===== config.mk =====
export PLATFORM = sky130hd
export DESIGN_NAME = nibble_huffman_encoder
export DESIGN_NICKNAME = d
export VERILOG_FILES = /design/src/rtl/nhe_pkg.sv /design/src/rtl/nibble_huffman_encoder.sv
export VERILOG_INCLUDE_DIRS = /design/src /design/src/rtl
export SDC_FILE = /design/constraint.sdc
export NUM_CORES = 1
export LEC_CHECK = 0
export ABC_CLOCK_PERIOD_IN_PS = 16900
export BUFFER_PORTS_ARGS = -buffer_cell sky130_fd_sc_hd__buf_2
export CORE_ASPECT_RATIO = 1.2
export CORE_MARGIN = 8
export CORE_UTILIZATION = 65
export CTS_CLUSTER_DIAMETER = 150
export DETAILED_ROUTE_END_ITERATION = 8
export PLACE_DENSITY = 0.84
export REMOVE_ABC_BUFFERS = 1
export SLEW_MARGIN = 20
export SYNTH_ARGS = -nofsm -noshare
export SYNTH_HDL_FRONTEND = slang
export SYNTH_SLANG_ARGS = --single-unit

===== constraint.sdc =====
create_clock -name clk -period 16.9 [get_ports clk]
set_input_delay 2.535 -clock clk [delete_from_list [all_inputs] [get_ports clk]]
set_output_delay 2.535 -clock clk [all_outputs]
set_load 0.01 [all_outputs]

===== src/rtl/assert_macros.svh =====
// Assertion macros shared by the RTL of the nibble Huffman encoder.
// Both forms sample on the rising edge of clk; the first one is off in reset.
`ifndef ASSERT_MACROS_SVH
`define ASSERT_MACROS_SVH

// Checked only while rst is low.
`define ASSERT_CLK(label, prop, msg) \
  label: assert property (@(posedge clk) disable iff (rst) (prop)) else $error(msg);

// Checked on every edge, during reset as well.
`define ASSERT_ALWAYS(label, prop, msg) \
  label: assert property (@(posedge clk) (prop)) else $error(msg);

`endif


===== src/rtl/nhe_pkg.sv =====
// Shared types and constants of the nibble Huffman encoder.
// No dependencies; imported by nibble_huffman_encoder and testbench.
package nhe_pkg;

  localparam int unsigned NUM_CFG_REGS = 5;
  localparam int unsigned CFG_IDX_W    = 3;
  localparam int unsigned CFG_DATA_W   = 64;
  localparam int unsigned CODE_W       = 16;
  localparam int unsigned LEN_W        = 4;
  localparam int unsigned SYM_W        = 4;
  localparam int unsigned BYTE_W       = 8;
  localparam int unsigned COUNT_W      = 3;

  // Configuration register indexes.
  localparam logic [CFG_IDX_W-1:0] REG_CODES_SYM0  = 3'd0;
  localparam logic [CFG_IDX_W-1:0] REG_CODES_SYM4  = 3'd1;
  localparam logic [CFG_IDX_W-1:0] REG_CODES_SYM8  = 3'd2;
  localparam logic [CFG_IDX_W-1:0] REG_CODES_SYM12 = 3'd3;
  localparam logic [CFG_IDX_W-1:0] REG_CODE_LENGTHS = 3'd4;

  typedef struct packed {
    logic [BYTE_W-1:0] data_byte;
    logic              final_byte;
  } in_word_t;

  typedef struct packed {
    logic [BYTE_W-1:0] packed_byte;
    logic              run_end;
    logic              stream_end;
  } out_word_t;

endpackage


===== src/rtl/nibble_huffman_encoder.sv =====
// Nibble Huffman encoder: top level with its bit-serial packing sequencer.
// Depends on nhe_pkg and assert_macros.svh.
//
// Usage:
// - Input channel in_valid/in_ready/in_word: one source byte per word, low
//   nibble encoded first, then high nibble. final_byte ends the stream.
// - Output channel out_valid/out_ready/out_word: packed bytes, first code bit
//   in bit 7. run_end marks the last word caused by an input word, and
//   stream_end marks the last word of the stream (zero padded).
// - Configuration channel cfg_valid/cfg_ready/cfg_index/cfg_data: five 64-bit
//   table registers, always ready; the user must write them only while the
//   encoder is idle, which the block does not enforce.
// - Timing: one shared shift unit moves one code bit per cycle in ST_SHIFT
//   unless an output stall holds it. Code lengths above MAX_CODE_LEN are
//   clamped; a final word flushes pending bits as a zero-padded byte.
//   in_ready is high only between words.
// - A completed byte waits in a holding register until the next one is done
//   or the word ends, so that run_end can be set. An output stall freezes the
//   shift unit at a completed byte when output and holding registers are full.
// - Reset (rst, synchronous) clears the tables, the pending bits and all
//   handshake state.
module nibble_huffman_encoder
  import nhe_pkg::*;
#(
  parameter int unsigned MAX_CODE_LEN = 15
) (
  input  logic                  clk,
  input  logic                  rst,
  input  logic                  in_valid,
  output logic                  in_ready,
  input  in_word_t              in_word,
  output logic                  out_valid,
  input  logic                  out_ready,
  output out_word_t             out_word,
  input  logic                  cfg_valid,
  output logic                  cfg_ready,
  input  logic [CFG_IDX_W-1:0]  cfg_index,
  input  logic [CFG_DATA_W-1:0] cfg_data
);

`include "assert_macros.svh"

  typedef enum logic [1:0] {
    ST_IDLE,
    ST_LOAD,
    ST_SHIFT,
    ST_END
  } state_t;

  state_t state;

  logic [CFG_DATA_W-1:0] codes [4];
  logic [CFG_DATA_W-1:0] code_lengths;

  logic [BYTE_W-1:0] data;
  logic              fin;
  logic              sym_hi;
  logic [CODE_W-1:0] code_sr;
  logic [LEN_W-1:0]  len_left;

  // Pending bits, newest in bit 0; bits above count are always zero.
  logic [BYTE_W-2:0]  acc;
  logic [COUNT_W-1:0] count;

  logic [BYTE_W-1:0] held_byte;
  logic              held_valid;

  logic [SYM_W-1:0]  sym;
  logic [LEN_W-1:0]  len_raw;
  logic [LEN_W-1:0]  len_lookup;
  logic [CODE_W-1:0] code_lookup;
  logic              can_push;
  logic              out_push;
  logic [BYTE_W-1:0] flush_byte;
  logic [LEN_W-1:0]  flush_shamt;
  logic              end_run;
  logic              end_stream;

  assign in_ready  = (state == ST_IDLE);
  assign cfg_ready = 1'b1;
  assign can_push  = !out_valid || out_ready;

  // A word is loaded into the output register when an older held byte is
  // displaced by a new one, or when the end of an input word sends one out.
  assign out_push  = can_push &&
                     (((state == ST_SHIFT) && (len_left != '0) &&
                       (count == COUNT_W'(BYTE_W - 1)) && held_valid) ||
                      ((state == ST_END) && (held_valid || fin)));

  always_comb begin
    sym         = sym_hi ? data[BYTE_W-1:SYM_W] : data[SYM_W-1:0];
    len_raw     = code_lengths[{sym, 2'b00} +: LEN_W];
    len_lookup  = (len_raw > LEN_W'(MAX_CODE_LEN)) ? LEN_W'(MAX_CODE_LEN) : len_raw;
    code_lookup = codes[sym[3:2]][{sym[1:0], 4'b0000} +: CODE_W];
    flush_shamt = LEN_W'(BYTE_W) - {1'b0, count};
    flush_byte  = BYTE_W'({1'b0, acc} << flush_shamt);
    // With a flush still due, the held byte is not the last of the run.
    end_run     = !(fin && (count != '0));
    end_stream  = fin && (count == '0);
  end

  always_ff @(posedge clk) begin
    if (rst) begin
      state        <= ST_IDLE;
      out_valid    <= 1'b0;
      held_valid   <= 1'b0;
      acc          <= '0;
      count        <= '0;
      codes[0]     <= '0;
      codes[1]     <= '0;
      codes[2]     <= '0;
      codes[3]     <= '0;
      code_lengths <= '0;
    end else begin
      if (cfg_valid) begin
        case (cfg_index)
          REG_CODES_SYM0:   codes[0]     <= cfg_data;
          REG_CODES_SYM4:   codes[1]     <= cfg_data;
          REG_CODES_SYM8:   codes[2]     <= cfg_data;
          REG_CODES_SYM12:  codes[3]     <= cfg_data;
          REG_CODE_LENGTHS: code_lengths <= cfg_data;
          default: ;
        endcase
      end

      if (out_push) begin
        out_valid <= 1'b1;
      end else if (out_ready) begin
        out_valid <= 1'b0;
      end

      case (state)
        ST_IDLE: begin
          if (in_valid) begin
            data   <= in_word.data_byte;
            fin    <= in_word.final_byte;
            sym_hi <= 1'b0;
            state  <= ST_LOAD;
          end
        end

        ST_LOAD: begin
          code_sr  <= code_lookup;
          len_left <= len_lookup;
          state    <= ST_SHIFT;
        end

        ST_SHIFT: begin
          if (len_left != '0) begin
            if (count == COUNT_W'(BYTE_W - 1)) begin
              // The eighth bit completes a byte; the older held byte goes out.
              if (!held_valid || can_push) begin
                if (held_valid) begin
                  out_word  <= '{packed_byte: held_byte, run_end: 1'b0,
                                 stream_end: 1'b0};
                end
                held_byte  <= {acc, code_sr[0]};
                held_valid <= 1'b1;
                acc        <= '0;
                count      <= '0;
                code_sr    <= code_sr >> 1;
                len_left   <= len_left - 1'b1;
              end
            end else begin
              acc      <= {acc[BYTE_W-3:0], code_sr[0]};
              count    <= count + 1'b1;
              code_sr  <= code_sr >> 1;
              len_left <= len_left - 1'b1;
            end
          end else if (!sym_hi) begin
            sym_hi <= 1'b1;
            state  <= ST_LOAD;
          end else begin
            state <= ST_END;
          end
        end

        ST_END: begin
          if (held_valid) begin
            if (can_push) begin
              out_word   <= '{packed_byte: held_byte, run_end: end_run,
                              stream_end: end_stream};
              held_valid <= 1'b0;
              if (end_run) begin
                state <= ST_IDLE;
                if (fin) begin
                  acc   <= '0;
                  count <= '0;
                end
              end
            end
          end else if (fin) begin
            if (can_push) begin
              out_word  <= '{packed_byte: (count != '0) ? flush_byte : '0,
                             run_end: 1'b1, stream_end: 1'b1};
              acc       <= '0;
              count     <= '0;
              state     <= ST_IDLE;
            end
          end else begin
            state <= ST_IDLE;
          end
        end

        default: state <= ST_IDLE;
      endcase
    end
  end

  `ASSERT_CLK(a_stream_end_ends_run,
    out_valid |-> (!out_word.stream_end || out_word.run_end),
    "stream_end without run_end")
  `ASSERT_CLK(a_stream_end_clears_pending,
    (out_valid && out_word.stream_end && !$stable(out_word)) |-> (count == '0),
    "pending bits left after end of stream")
  `ASSERT_CLK(a_held_only_when_busy,
    held_valid |-> (state != ST_IDLE),
    "held byte left behind at idle")
  `ASSERT_CLK(a_acc_above_count_zero,
    ((acc >> count) == '0),
    "stale bits above the pending count")

endmodule


==> results.json <==
{
  "start_util_pct": 65.4,
  "p_leak_nw": 7.64,
  "grt_pass1_wl_um": 77000,
  "ys_seq_area_share_pct": 55.7,
  "synth_edf_count": 304,
  "ff2ff_path_depth": 8,
  "worstPathMaxFanout": 85,
  "rsz0062_at_grt": "no",
  "peakVddDrop_mv": 0.0940,
  "max_freq_mhz": 213,
  "drc_errors": 0,
  "fin_worst_skew_ns": 0.0152,
  "cts_resized": 0,
  "place_congestion": 0.845,
  "num_vias": 14400,
  "synth_ff_type": "edfxtp_1",
  "port_buffers": 92,
  "crit_start": "rst",
  "synth_area_um2": 19200,
  "floorplan.die.width_um": 173,
  "clkTransAtPathRegs_ns": 0.06,
  "ys_top_cells_by_area": "edfxtp_1, and2_1, dfxtp_1",
  "report.final.slew_viol_count": 0,
  "insertion_delay_ns": 0.53,
  "drt_first_pass_iters": 5,
  "setup_viol": 0,
  "synth-seq-cells": 382,
  "period_needed_ns": 4.70,
  "holdCritStartpoint": "code_lengths[59]$_SDFFE_PP0P_",
  "cts_buffers": 37,
  "hold_depth": 2,
  "die_h_um": 204,
  "status": "finished clean",
  "post-route-period-util_pct": 27.8,
  "power.density_nw_per_um2": 114,
  "detailed_place_hpwl_um": 28400,
  "drt_iter0_markers": 1714,
  "regToRegStartpoint": "sym_hi$_DFFE_PP_",
  "gr-usage-all-layers_pct": 27.2,
  "worst_pin_slew_ns": 1.11,
  "cp_data_required_time_ns": 17.04,
  "totalWireLength_um": 49000,
  "yosysWarnings": 0,
  "core_area_um2": 29400,
  "synth_cell_types": 55,
  "drv_cap": 0,
  "h-tree-depth": 2,
  "cts_hold_buf": 0,
  "hold_violations": 0,
  "via_per_inst": 6.36,
  "cts.sinks": 382,
  "cts_root_buffer": "clkbuf_16",
  "power_mw": 2.41,
  "antenna_left": 0,
  "tns_ns": 0,
  "postSynthCellCount": 1814,
  "dieArea_um2": 35300,
  "avgSynthCellArea_um2": 10.6,
  "critPathLaunchType": "input pin",
  "layout.nets": 1930,
  "slew_headroom_pct": 25.9,
  "endpoint_kind": "register",
  "drive_above_1_share_pct": 12.1,
  "hold_path_class": "reg2reg",
  "boundaryPins": 94,
  "synth_top_area_share_pct": 47.5,
  "synth.largest_area_cell": "edfxtp_1",
  "antenna_found_initial": 1,
  "most-common-layout-cells": "edfxtp_1, and2_1, nand2b_1",
  "grt_pass1_vias": 14400,
  "clock_path_buffers": 3,
  "grt.overflow.total": 0,
  "grt_max_degree": 86,
  "rows": 69,
  "cts_setup_buffers": 0,
  "area_growth_pct": 9.96,
  "cts_tree": "yes",
  "async_flop_share_pct": 0,
  "crit_type": "in2reg",
  "cp.arrival_ns": 4.83,
  "final_common_cell": "edfxtp_1",
  "wire_per_inst_um": 21.7
}
## layer usage
metal / global-route usage, % / up-vias / share of wire, %
li1: - / 6568 / -
met1: 32.1 / 6937 / 38
met2: 48.3 / 692 / 50
met3: 3.71 / 169 / 7.5
met4: 13.5 / 0 / 4.3
met5: 0 / - / 0
## cell type report
type	count	area, µm²
fillers	2077	8240
clock inverters	7	40.0
inverters	50	188
diodes	1	2.50
multi-input cells	1245	7820
flip-flops and latches	382	10700
clock buffers	61	1180
well taps	390	488
repair buffers	124	701
## metrics by stage
stage	std cells	utilization (%)	hold slack (ns)	instance area (µm²)	worst slack, ns
6_report	2260	71.9	0.454	21100	12.20
5_1_grt	2260	71.9	0.473	21100	12.10
4_1_cts	2259	71.9	0.454	21100	12.28
3_5_place_dp	2191	67.8	0.446	19900	11.76
3_3_place_gp	2191	67.8	0.439	19900	11.82
2_1_floorplan	1677	-	0.426	18600	8.87
## flip-flops by register name (all words and copies together) (netlist names)
name	count
code_lengths	64
count	3
acc	7
data	8
out_valid	1
fin	1
sym_hi	1
held_valid	1
out_word	10
state	2
code_sr	16
held_byte	8
len_left	4
codes	256
## synthesized netlist by cell type (all sizes together) (15+ instances only)
library cell / n
a211oi: 23
a21oi: 138
a22o: 35
a22oi: 91
and2: 260
and3b: 15
buf: 39
clkbuf: 98
dfxtp: 78
edfxtp: 304
inv: 49
mux2: 20
mux2i: 17
nand2: 155
nand2b: 186
nor2: 24
nor3: 52
o21ai: 78
o22ai: 49
or4: 15
## cell families (layout without fill, tap and decap cells)
| kind of cell | Yosys count | in the layout | synth area share (%) |
|---|---|---|---|
| compound gates | 443 | 443 | 14.5 |
| xor+xnor | 2 | 2 | 0.0912 |
| fa+ha+maj | 9 | 9 | 0.586 |
| buf+inv | 187 | 242 | 4.24 |
| flops | 382 | 382 | 55.7 |
| mux | 45 | 45 | 3.02 |
| other cells | 1 | 2 | 0.0195 |
| simple gates | 745 | 745 | 21.9 |
## critical path, cell delays in order
cell	delay, ns
buf_2	0.08
buf_4	0.71
inv_1	0.45
o21ai_4	0.14
buf_4	0.74
## where the power goes
| group | leakage (nW) | switching, mW | internal (mW) | total [mW] |
|---|---|---|---|---|
| registers | 3.55 | 0.0311 | 1.09 | 1.12 |
| clock network | 0.598 | 0.346 | 0.480 | 0.826 |
| logic | 3.49 | 0.293 | 0.171 | 0.464 |
| total | 7.64 | 0.670 | 1.74 | 2.41 |
## path summary, 6_finish.rpt
kind | endpoint | slack, ns
min reg2reg | code_lengths[59]$_SDFFE_PP0P_ | 0.45
max | codes[1][51]$_SDFFCE_PN0P_ | 12.20
max reg2reg | code_sr[9]$_DFFE_PP_ | 13.23
min | code_lengths[59]$_SDFFE_PP0P_ | 0.45
Note: power is estimated with default switching activity, not from simulation.
